### src/design/hbt_pkg.sv
package hbt_pkg;

   localparam int TABLE_DEPTH = 16;
   localparam int IDX_W       = $clog2(TABLE_DEPTH);
   localparam int CNT_W       = $clog2(TABLE_DEPTH + 1);

   localparam int REQ_W  = 3;
   localparam int MAC_W  = 48;
   localparam int IP_W   = 32;
   localparam int PORT_W = 8;
   localparam int STS_W  = 2;
   localparam int SUB_W  = 2;

   typedef enum logic [REQ_W-1:0] {
      REQ_LEARN    = 3'd0,
      REQ_BIND     = 3'd1,
      REQ_LOOK_MAC = 3'd2,
      REQ_LOOK_IP  = 3'd3,
      REQ_LOGICAL  = 3'd4,
      REQ_PHYSICAL = 3'd5
   } req_code_type;

   typedef enum logic [STS_W-1:0] {
      STS_OK        = 2'd0,
      STS_PRESENT   = 2'd1,
      STS_NOT_FOUND = 2'd2,
      STS_FULL      = 2'd3
   } status_code_type;

   typedef enum logic [SUB_W-1:0] {
      SUB_DIFFERENT = 2'd0,
      SUB_SAME      = 2'd1,
      SUB_UNKNOWN   = 2'd2
   } subnet_code_type;

   typedef enum logic [1:0] {
      KEY_MAC = 2'd0,
      KEY_IPA = 2'd1,
      KEY_IPB = 2'd2
   } key_type;

   typedef struct packed {
      logic [REQ_W-1:0]  req_type;
      logic [MAC_W-1:0]  host_mac;
      logic [IP_W-1:0]   ip_a;
      logic [IP_W-1:0]   ip_b;
      logic [IP_W-1:0]   mask_in;
      logic [PORT_W-1:0] recv_port;
   } req_item_type;

   typedef struct packed {
      logic [STS_W-1:0]  status;
      logic [PORT_W-1:0] port_out;
      logic [SUB_W-1:0]  subnet_result;
   } rsp_item_type;

   typedef struct packed {
      logic    capture;
      logic    scan_start;
      key_type key;
      logic    scan_run;
      logic    finish;
   } hbt_cmd_type;

   typedef struct packed {
      logic scan_done;
      logic hit;
      logic out_free;
   } hbt_stat_type;

endpackage

### src/design/hbt_req_if.sv
interface hbt_req_if import hbt_pkg::*; ();
   logic              valid;
   logic              ready;
   logic [REQ_W-1:0]  req_type;
   logic [MAC_W-1:0]  host_mac;
   logic [IP_W-1:0]   ip_a;
   logic [IP_W-1:0]   ip_b;
   logic [IP_W-1:0]   mask_in;
   logic [PORT_W-1:0] recv_port;

   modport source (output valid, req_type, host_mac, ip_a, ip_b, mask_in, recv_port,
                   input ready);
   modport sink   (input valid, req_type, host_mac, ip_a, ip_b, mask_in, recv_port,
                   output ready);
endinterface

### src/design/hbt_rsp_if.sv
interface hbt_rsp_if import hbt_pkg::*; ();
   logic              valid;
   logic              ready;
   logic [STS_W-1:0]  status;
   logic [PORT_W-1:0] port_out;
   logic [SUB_W-1:0]  subnet_result;

   modport source (output valid, status, port_out, subnet_result, input ready);
   modport sink   (input valid, status, port_out, subnet_result, output ready);
endinterface

### src/design/hbt_ctrl.sv
module hbt_ctrl import hbt_pkg::*; (
   input  logic             clock,
   input  logic             reset,
   input  logic             req_valid,
   input  logic [REQ_W-1:0] req_type,
   output logic             req_ready,
   output hbt_cmd_type      cmd,
   input  hbt_stat_type     stat
);

   typedef enum logic [1:0] {
      ST_IDLE,
      ST_START,
      ST_SCAN,
      ST_FINISH
   } state_type;

   state_type        state_ff, state_in;
   logic [REQ_W-1:0] op_ff, op_in;
   logic             second_ff, second_in;

   always_comb begin
      state_in       = state_ff;
      op_in          = op_ff;
      second_in      = second_ff;
      req_ready      = (state_ff == ST_IDLE);
      cmd.capture    = 1'b0;
      cmd.scan_start = 1'b0;
      cmd.key        = KEY_MAC;
      cmd.scan_run   = 1'b0;
      cmd.finish     = 1'b0;
      case (state_ff)
         ST_IDLE: begin
            if (req_valid) begin
               cmd.capture = 1'b1;
               op_in       = req_type;
               second_in   = 1'b0;
               state_in    = ST_START;
            end
         end
         ST_START: begin
            state_in       = ST_SCAN;
            cmd.scan_start = 1'b1;
            case (op_ff)
               REQ_LEARN, REQ_BIND, REQ_LOOK_MAC: cmd.key = KEY_MAC;
               REQ_LOOK_IP:                       cmd.key = KEY_IPA;
               REQ_LOGICAL:  cmd.key = second_ff ? KEY_IPB : KEY_IPA;
               REQ_PHYSICAL:                      cmd.key = KEY_IPB;
               default: begin
                  // unused request type: answer without touching the table
                  cmd.scan_start = 1'b0;
                  state_in       = ST_FINISH;
               end
            endcase
         end
         ST_SCAN: begin
            cmd.scan_run = 1'b1;
            if (stat.scan_done) begin
               if (op_ff == REQ_LOGICAL && !stat.hit && !second_ff) begin
                  // fall back to the mask of the second address
                  second_in = 1'b1;
                  state_in  = ST_START;
               end else begin
                  state_in = ST_FINISH;
               end
            end
         end
         ST_FINISH: begin
            if (stat.out_free) begin
               cmd.finish = 1'b1;
               state_in   = ST_IDLE;
            end
         end
         default: state_in = ST_IDLE;
      endcase
   end

   always_ff @(posedge clock) begin
      if (reset) begin
         state_ff  <= ST_IDLE;
         second_ff <= 1'b0;
      end else begin
         state_ff  <= state_in;
         second_ff <= second_in;
      end
      op_ff <= op_in;
   end

endmodule

### src/design/hbt_datapath.sv
module hbt_datapath import hbt_pkg::*; (
   input  logic         clock,
   input  logic         reset,
   input  req_item_type req_item,
   input  hbt_cmd_type  cmd,
   output hbt_stat_type stat,
   output logic         rsp_valid,
   output rsp_item_type rsp_item,
   input  logic         rsp_ready
);

   logic [MAC_W-1:0]  mem_mac  [TABLE_DEPTH];
   logic [IP_W-1:0]   mem_ip   [TABLE_DEPTH];
   logic [IP_W-1:0]   mem_mask [TABLE_DEPTH];
   logic [PORT_W-1:0] mem_port [TABLE_DEPTH];

   req_item_type      req_ff;
   key_type           key_ff;
   logic [CNT_W-1:0]  count_ff, count_in;
   logic [CNT_W-1:0]  ptr_ff, ptr_in;
   logic              rd_valid_ff, rd_valid_in;
   logic [IDX_W-1:0]  rd_idx_ff;
   logic [MAC_W-1:0]  rd_mac_ff;
   logic [IP_W-1:0]   rd_ip_ff;
   logic [IP_W-1:0]   rd_mask_ff;
   logic [PORT_W-1:0] rd_port_ff;
   logic              hit_ff, hit_in;
   logic [IDX_W-1:0]  hit_idx_ff;
   logic [IP_W-1:0]   hit_mask_ff;
   logic [PORT_W-1:0] hit_port_ff;
   logic              rsp_valid_ff, rsp_valid_in;
   rsp_item_type      rsp_ff, rsp_in;

   logic              match_now;
   logic              issue;
   logic [IDX_W-1:0]  rd_addr;
   logic [CNT_W-1:0]  ptr_dec;
   logic              do_learn;
   logic              do_bind;
   logic              table_full;

   always_comb begin
      case (key_ff)
         KEY_MAC: match_now = (rd_mac_ff == req_ff.host_mac);
         KEY_IPA: match_now = (rd_ip_ff == req_ff.ip_a);
         KEY_IPB: match_now = (rd_ip_ff == req_ff.ip_b);
         default: match_now = 1'b0;
      endcase
      match_now = match_now && rd_valid_ff;
   end

   // walk from the newest slot down, stop at the first match
   assign ptr_dec     = ptr_ff - CNT_W'(1);
   assign rd_addr     = ptr_dec[IDX_W-1:0];
   assign issue       = cmd.scan_run && (ptr_ff != '0) && !hit_ff && !match_now;
   assign table_full  = (count_ff == CNT_W'(TABLE_DEPTH));
   assign rd_valid_in = issue;

   always_comb begin
      ptr_in = ptr_ff;
      hit_in = hit_ff;
      if (cmd.scan_start) begin
         ptr_in = count_ff;
         hit_in = 1'b0;
      end else begin
         if (issue) ptr_in = ptr_dec;
         if (match_now) hit_in = 1'b1;
      end
   end

   assign stat.scan_done = hit_ff || ((ptr_ff == '0) && !rd_valid_ff);
   assign stat.hit       = hit_ff;
   assign stat.out_free  = !rsp_valid_ff || rsp_ready;

   always_comb begin
      rsp_in   = '{status: STS_NOT_FOUND, port_out: '0, subnet_result: SUB_DIFFERENT};
      do_learn = 1'b0;
      do_bind  = 1'b0;
      count_in = count_ff;
      case (req_ff.req_type)
         REQ_LEARN: begin
            if (hit_ff) begin
               rsp_in.status   = STS_PRESENT;
               rsp_in.port_out = hit_port_ff;
            end else if (table_full) begin
               rsp_in.status = STS_FULL;
            end else begin
               rsp_in.status   = STS_OK;
               rsp_in.port_out = req_ff.recv_port;
               do_learn        = cmd.finish;
            end
         end
         REQ_BIND: begin
            if (hit_ff) begin
               rsp_in.status   = STS_OK;
               rsp_in.port_out = hit_port_ff;
               do_bind         = cmd.finish;
            end
         end
         REQ_LOOK_MAC, REQ_LOOK_IP: begin
            if (hit_ff) begin
               rsp_in.status   = STS_OK;
               rsp_in.port_out = hit_port_ff;
            end
         end
         REQ_LOGICAL: begin
            if (hit_ff) begin
               rsp_in.status        = STS_OK;
               rsp_in.port_out      = hit_port_ff;
               rsp_in.subnet_result = ((req_ff.ip_a & hit_mask_ff) ==
                                       (req_ff.ip_b & hit_mask_ff)) ?
                                      SUB_SAME : SUB_DIFFERENT;
            end else begin
               rsp_in.subnet_result = SUB_UNKNOWN;
            end
         end
         REQ_PHYSICAL: begin
            if (hit_ff) begin
               rsp_in.status        = STS_OK;
               rsp_in.port_out      = hit_port_ff;
               rsp_in.subnet_result = (hit_port_ff == req_ff.recv_port) ?
                                      SUB_SAME : SUB_DIFFERENT;
            end
         end
         default: ;
      endcase
      if (do_learn) count_in = count_ff + CNT_W'(1);
   end

   always_comb begin
      rsp_valid_in = rsp_valid_ff;
      if (cmd.finish) begin
         rsp_valid_in = 1'b1;
      end else if (rsp_ready) begin
         rsp_valid_in = 1'b0;
      end
   end

   always_ff @(posedge clock) begin
      if (reset) begin
         count_ff     <= '0;
         ptr_ff       <= '0;
         rd_valid_ff  <= 1'b0;
         hit_ff       <= 1'b0;
         rsp_valid_ff <= 1'b0;
      end else begin
         count_ff     <= count_in;
         ptr_ff       <= ptr_in;
         rd_valid_ff  <= rd_valid_in;
         hit_ff       <= hit_in;
         rsp_valid_ff <= rsp_valid_in;
      end
      if (cmd.capture) req_ff <= req_item;
      if (cmd.scan_start) key_ff <= cmd.key;
      if (issue) rd_idx_ff <= rd_addr;
      if (match_now && !cmd.scan_start) begin
         hit_idx_ff  <= rd_idx_ff;
         hit_mask_ff <= rd_mask_ff;
         hit_port_ff <= rd_port_ff;
      end
      if (cmd.finish) rsp_ff <= rsp_in;
   end

   always_ff @(posedge clock) begin
      if (issue) begin
         rd_mac_ff  <= mem_mac[rd_addr];
         rd_ip_ff   <= mem_ip[rd_addr];
         rd_mask_ff <= mem_mask[rd_addr];
         rd_port_ff <= mem_port[rd_addr];
      end
   end

   always_ff @(posedge clock) begin
      if (do_learn) begin
         mem_mac[count_ff[IDX_W-1:0]]  <= req_ff.host_mac;
         mem_ip[count_ff[IDX_W-1:0]]   <= '0;
         mem_mask[count_ff[IDX_W-1:0]] <= '0;
         mem_port[count_ff[IDX_W-1:0]] <= req_ff.recv_port;
      end else if (do_bind) begin
         mem_ip[hit_idx_ff]   <= req_ff.ip_a;
         mem_mask[hit_idx_ff] <= req_ff.mask_in;
      end
   end

   assign rsp_valid = rsp_valid_ff;
   assign rsp_item  = rsp_ff;

endmodule

### src/design/host_binding_table.sv
// Host binding table: learns MAC addresses with their arrival port, binds IPv4
// addresses and masks to them, and answers MAC and IP lookups and subnet checks,
// one request at a time, always with one response item. Each request walks the
// filled slots from the newest down, reading one slot per cycle from the table
// memory (at most TABLE_DEPTH slots), and stops at the first match; a logical
// subnet check whose first address is unknown walks the table twice. The
// response sits in an output register, so the next request is taken while it
// still waits. No clearing pass after reset.
module host_binding_table import hbt_pkg::*; (
   input logic     clock,
   input logic     reset,
   hbt_req_if.sink   req_chan,
   hbt_rsp_if.source rsp_chan
);

   req_item_type req_item;
   rsp_item_type rsp_item;
   hbt_cmd_type  cmd;
   hbt_stat_type stat;
   logic         ready;
   logic         rsp_valid;

   assign req_item = '{req_type:  req_chan.req_type,
                       host_mac:  req_chan.host_mac,
                       ip_a:      req_chan.ip_a,
                       ip_b:      req_chan.ip_b,
                       mask_in:   req_chan.mask_in,
                       recv_port: req_chan.recv_port};

   hbt_ctrl u_ctrl (
      .clock     (clock),
      .reset     (reset),
      .req_valid (req_chan.valid),
      .req_type  (req_chan.req_type),
      .req_ready (ready),
      .cmd       (cmd),
      .stat      (stat)
   );

   hbt_datapath u_datapath (
      .clock     (clock),
      .reset     (reset),
      .req_item  (req_item),
      .cmd       (cmd),
      .stat      (stat),
      .rsp_valid (rsp_valid),
      .rsp_item  (rsp_item),
      .rsp_ready (rsp_chan.ready)
   );

   assign req_chan.ready         = ready;
   assign rsp_chan.valid         = rsp_valid;
   assign rsp_chan.status        = rsp_item.status;
   assign rsp_chan.port_out      = rsp_item.port_out;
   assign rsp_chan.subnet_result = rsp_item.subnet_result;

   // a response is only written into a free output register
   a_finish_free: assert property (@(posedge clock) disable iff (reset)
      cmd.finish |-> stat.out_free)
      else $error("response written over a pending one");

   // one request at a time
   a_single_item: assert property (@(posedge clock) disable iff (reset)
      (req_chan.valid && req_chan.ready) |=> !req_chan.ready)
      else $error("request taken while another is in progress");

   a_finish_shows: assert property (@(posedge clock) disable iff (reset)
      cmd.finish |=> rsp_chan.valid)
      else $error("finished request not presented");

   a_scan_exclusive: assert property (@(posedge clock) disable iff (reset)
      cmd.scan_start |-> !cmd.scan_run && !cmd.finish && !cmd.capture)
      else $error("scan start overlaps another command");

endmodule

### src/flat_wrapper.sv
// flat-port wrapper written by rule: the top's interface ports become plain ports
module host_binding_table_flat import hbt_pkg::*;
  (clock, reset, req_chan_valid, req_chan_req_type, req_chan_host_mac, req_chan_ip_a, req_chan_ip_b, req_chan_mask_in, req_chan_recv_port, req_chan_ready, rsp_chan_valid, rsp_chan_status, rsp_chan_port_out, rsp_chan_subnet_result, rsp_chan_ready);
  hbt_req_if req_chan_i ();
  hbt_rsp_if rsp_chan_i ();
  input logic clock;
  input logic reset;
  input wire logic [$bits(req_chan_i.valid)-1:0] req_chan_valid;
  input wire logic [$bits(req_chan_i.req_type)-1:0] req_chan_req_type;
  input wire logic [$bits(req_chan_i.host_mac)-1:0] req_chan_host_mac;
  input wire logic [$bits(req_chan_i.ip_a)-1:0] req_chan_ip_a;
  input wire logic [$bits(req_chan_i.ip_b)-1:0] req_chan_ip_b;
  input wire logic [$bits(req_chan_i.mask_in)-1:0] req_chan_mask_in;
  input wire logic [$bits(req_chan_i.recv_port)-1:0] req_chan_recv_port;
  output wire logic [$bits(req_chan_i.ready)-1:0] req_chan_ready;
  output wire logic [$bits(rsp_chan_i.valid)-1:0] rsp_chan_valid;
  output wire logic [$bits(rsp_chan_i.status)-1:0] rsp_chan_status;
  output wire logic [$bits(rsp_chan_i.port_out)-1:0] rsp_chan_port_out;
  output wire logic [$bits(rsp_chan_i.subnet_result)-1:0] rsp_chan_subnet_result;
  input wire logic [$bits(rsp_chan_i.ready)-1:0] rsp_chan_ready;
  assign req_chan_i.valid = req_chan_valid;
  assign req_chan_i.req_type = req_chan_req_type;
  assign req_chan_i.host_mac = req_chan_host_mac;
  assign req_chan_i.ip_a = req_chan_ip_a;
  assign req_chan_i.ip_b = req_chan_ip_b;
  assign req_chan_i.mask_in = req_chan_mask_in;
  assign req_chan_i.recv_port = req_chan_recv_port;
  assign req_chan_ready = req_chan_i.ready;
  assign rsp_chan_valid = rsp_chan_i.valid;
  assign rsp_chan_status = rsp_chan_i.status;
  assign rsp_chan_port_out = rsp_chan_i.port_out;
  assign rsp_chan_subnet_result = rsp_chan_i.subnet_result;
  assign rsp_chan_i.ready = rsp_chan_ready;
  host_binding_table u_core (.clock(clock), .reset(reset), .req_chan(req_chan_i), .rsp_chan(rsp_chan_i));
endmodule
### config.mk
export PLATFORM = sky130hd
export DESIGN_NAME = host_binding_table_flat
export DESIGN_NICKNAME = d
export VERILOG_FILES = /design/src/design/hbt_pkg.sv /design/src/design/hbt_req_if.sv /design/src/design/hbt_rsp_if.sv /design/src/design/hbt_ctrl.sv /design/src/design/hbt_datapath.sv /design/src/design/host_binding_table.sv /design/src/flat_wrapper.sv
export SDC_FILE = /design/constraint.sdc
export NUM_CORES = 2
export LEC_CHECK = 0
export ABC_CLOCK_PERIOD_IN_PS = 6700
export BUFFER_PORTS_ARGS = -buffer_cell sky130_fd_sc_hd__buf_2
export CORE_MARGIN = 3
export CORE_UTILIZATION = 55
export CTS_CLUSTER_SIZE = 8
export DETAILED_ROUTE_END_ITERATION = 10
export MAX_ROUTING_LAYER = met4
export PLACE_DENSITY = 0.81
export SLEW_MARGIN = 20
export SYNTH_ARGS = -nofsm -noshare
export SYNTH_HDL_FRONTEND = slang
export SYNTH_SLANG_ARGS = --single-unit
### constraint.sdc
create_clock -name clock -period 6.7 [get_ports clock]
set_clock_uncertainty 0.1 [all_clocks]
set_input_delay 0.335 -clock clock [delete_from_list [all_inputs] [get_ports clock]]
set_output_delay 0.335 -clock clock [all_outputs]
set_load 0.005 [all_outputs]
==> run metrics <==
CTS tree=yes; cts bufs inserted=around 330; layout cell share with drive strength beyond 1=0.239; pwr dens=a little under 400 nW/um^2; vias per cell=about 6.7; num rows=144; clock buffer depth=4; total power=39.6 mW; Synth Register Bits=2273; Post-Synthesis Cells=4129; routed len/inst=33.9 um; Synth Area in XOR/XNOR=0.0128; HPWL Detailed=between 100 and 150 mm; mean post-synth cell area=between 20 and 25 sq um; H-tree depth=5; synth warn=0; Async SR Flop Fraction=0; Die X=approximately 400 um; Worst-Margin Slew=approximately 1.2 ns; worst setup margin=1.59 ns; adder-cell area share of the yosys netlist=0.00131; Final period util=0.763; crit-path leading delay family=buffers and inverters; setup_tns=0 ns; Post-synth EDFFs=around 2300; largest net degree at the start of global routing=roughly 140; most frequent CP cell=buf_4; post-route insts no fill=~7000; Final Hold Vio Count=0; Worst Path Buf+Inv=3; hold_ws=about 0.037 ns; Antenna Nets Post-Route=0; Worst Path Max Fanout=34; Startpoint Class=flip-flop; RSZ-0062 raised after global routing=no; clk slew on worst S/H paths=0.05 ns; CP required=~7 ns; syn_nets=between 4000 and 5000; gr usage total=0.297; Worst path slowest cell=ha_2; worst hold path class=input port to flip-flop; post-synthesis cell area=between 80000 and 90000 sq um; Compound-Gate Fraction of Synth Area=0.0139; Core ar.=155000 sq um; first-pass GRT wire length=336 mm; initial antenna violation count=5; vias in the first global route=around 48000; Placed Instances=~6200; Clock Sinks=about 2300; Seq/Total Area, Yosys=0.789; Vias=roughly 46000; fmax=196 MHz; Starting Density=0.557; most frequent cells in the layout=edfxtp_1, nand2_1, mux4_2, clkbuf_16, dlygate4sd3_1; Synth Flop Type=edfxtp_1; # setup viols final=0; leak pwr=approximately 35 nW; Setup WS pre-CTS=between 1.5 and 2 ns; Post-layout nets=roughly 4900; # fillers=between 9000 and 10000; CP Capture Type=flip-flop; max-slew violation count=0; crit-path cells=inv_1 -> ha_2 -> mux2i_1 -> xnor2_1 -> nor4_1 -> nand3_1 -> o31ai_4 -> a21oi_4 -> buf_4 -> buf_4; Die Y=402 um; crit path kind=flip-flop to flip-flop; mux cell area share after synthesis=0.129; DR DRC count=0; min Tclk post-route=just over 5 ns; Yosys cell types=46; input/output buffers=172; status=finished clean; DRT iter0 DRCs=about 6700; Clock Root Buffer=clkbuf_16; full die area=between 150000 and 200000 sq um; max cap viols=0; IO Count=~170; simple-gate share of the synthesized area=0.0421; commonest non-fill, non-tap cell in the layout=edfxtp_1; Rel. slew slack=0.211; global route overflow=0; final wirelength=around 230 mm; CP max stage delay=approximately 0.96 ns; worst skew pair latency=0.92 ns; main combinational cell family by area after synthesis=multiplexers; DRT Pass-1 Iters=6; R2R setup slack=between 1.5 and 2 ns; Max rail drop VDD=0.569 mV; arrival time worst endpoint=between 5 and 6 ns; Area Overhead vs Synth=16.8%; Setup Buffers After CTS=0; gpl congestion=roughly 0.86
## Yosys cell counts, types with 2 or more instances
cell | n | area, sq um
a211oi_1 | 7 | 52.6
a21oi_1 | 5 | 25.0
a221oi_1 | 3 | 26.3
a222oi_1 | 2 | 20.0
a22o_1 | 11 | 96.3
a22oi_1 | 8 | 60.1
a31oi_1 | 130 | 813
and2_1 | 70 | 438
and3_1 | 122 | 763
buf_1 | 4 | 15.0
buf_2 | 50 | 250
buf_6 | 3 | 33.8
clkbuf_1 | 150 | 563
dfxtp_1 | 16 | 320
edfxtp_1 | 2257 | 67800
ha_1 | 9 | 113
inv_1 | 18 | 67.6
mux2i_1 | 34 | 340
mux4_2 | 480 | 10800
nand2_1 | 492 | 1850
nand2b_1 | 7 | 43.8
nand3_1 | 7 | 35.0
nand4_1 | 15 | 93.8
nand4b_1 | 2 | 17.5
nor2_1 | 54 | 203
nor2b_1 | 2 | 12.5
nor3_1 | 13 | 65.1
nor4_1 | 12 | 75.1
o2111a_1 | 2 | 22.5
o31ai_1 | 2 | 15.0
or3_1 | 3 | 18.8
xnor2_1 | 86 | 753
xor2_1 | 40 | 350
## cells by family (layout without fill, tap and decap cells)
| kind of cell | count (synthesis) | count (layout) |
|---|---|---|
| compound gates | 177 | 177 |
| xor+xnor | 126 | 126 |
| fa+ha+maj | 9 | 9 |
| other cells | 0 | 8 |
| mux | 515 | 515 |
| buf+inv | 227 | 868 |
| simple gates | 802 | 802 |
| flops | 2273 | 2273 |
## per-stage QoR
step | area (sq um) | util
detailed placement | 90000 | 0.581
CTS | 101000 | 0.650
floorplan | 86300 | -
global route | 101000 | 0.650
global placement | 89900 | 0.580
finish | 101000 | 0.650
## state kept, by name (all words and copies together), names as in the netlist, 8 cells and up
register	count
u_core.u_datapath.hit_mask_ff	32
u_core.u_datapath.rd_mac_ff	48
u_core.u_datapath.rd_mask_ff	32
u_core.u_datapath.rsp_item	12
u_core.u_datapath.rd_ip_ff	32
u_core.u_datapath.rd_port_ff	8
u_core.u_datapath.mem_ip	512
u_core.u_datapath.mem_port	128
u_core.u_datapath.hit_port_ff	8
u_core.u_datapath.mem_mac	768
u_core.u_datapath.mem_mask	512
u_core.u_datapath.req_ff	152
## what timing repair did
action	CTS	global route
hold buffers	180	0
endpoints found under the hold margin	171	0
gates resized for setup	0	0
## final timing paths
check / startpoint / to / cells past startpoint
hold / removal: req_chan_mask_in[16] / u_core.u_datapath.req_ff[24] / 2
setup / recovery: u_core.u_datapath.key_ff[0] / u_core.u_datapath.rd_mac_ff[4] / 10
setup reg to reg: u_core.u_datapath.key_ff[0] / u_core.u_datapath.rd_mac_ff[4] / 10
hold reg to reg: u_core.u_datapath.rd_mask_ff[10] / u_core.u_datapath.hit_mask_ff[10] / 0
## worst reg2reg max path, stage by stage (launching register included)
cell	delay (ns)
edfxtp_1	0.39
inv_1	0.11
ha_2	0.96
mux2i_1	0.42
xnor2_1	0.21
nor4_1	0.13
nand3_1	0.22
o31ai_4	0.14
a21oi_4	0.82
buf_4	0.57
buf_4	0.57
## power breakdown
part	switching (mW)	total [mW]	internal (mW)
clock	5.71	14.8	9.07
combinational	5.07	7.84	2.76
sequential	0.525	17.0	16.5
total	11.3	39.6	28.3
## per-layer routing
metal | vias to the layer above | track usage | part of all wire
met5 | - | - | 0
met4 | 0 | 0.154 | 0.056
met3 | 840 | 0.0748 | 0.12
met2 | 3810 | 0.461 | 0.49
met1 | 23500 | 0.366 | 0.33
li1 | 17800 | - | -
## area by class of cell
type | instances | area (sq um) | area share
Tap cell | 2044 | 2560 | 0.0254
Inverter | 19 | 83.8 | 0.000832
Sequential cell | 2273 | 68100 | 0.676
Multi-Input combinational cell | 1629 | 17500 | 0.174
Antenna cell | 8 | 20.0 | 0.000199
Timing Repair Buffer | 446 | 3590 | 0.0356
Clock inverter | 5 | 33.8 | 0.000335
Clock buffer | 398 | 8830 | 0.0877
(Power assumes the default switching activity.)
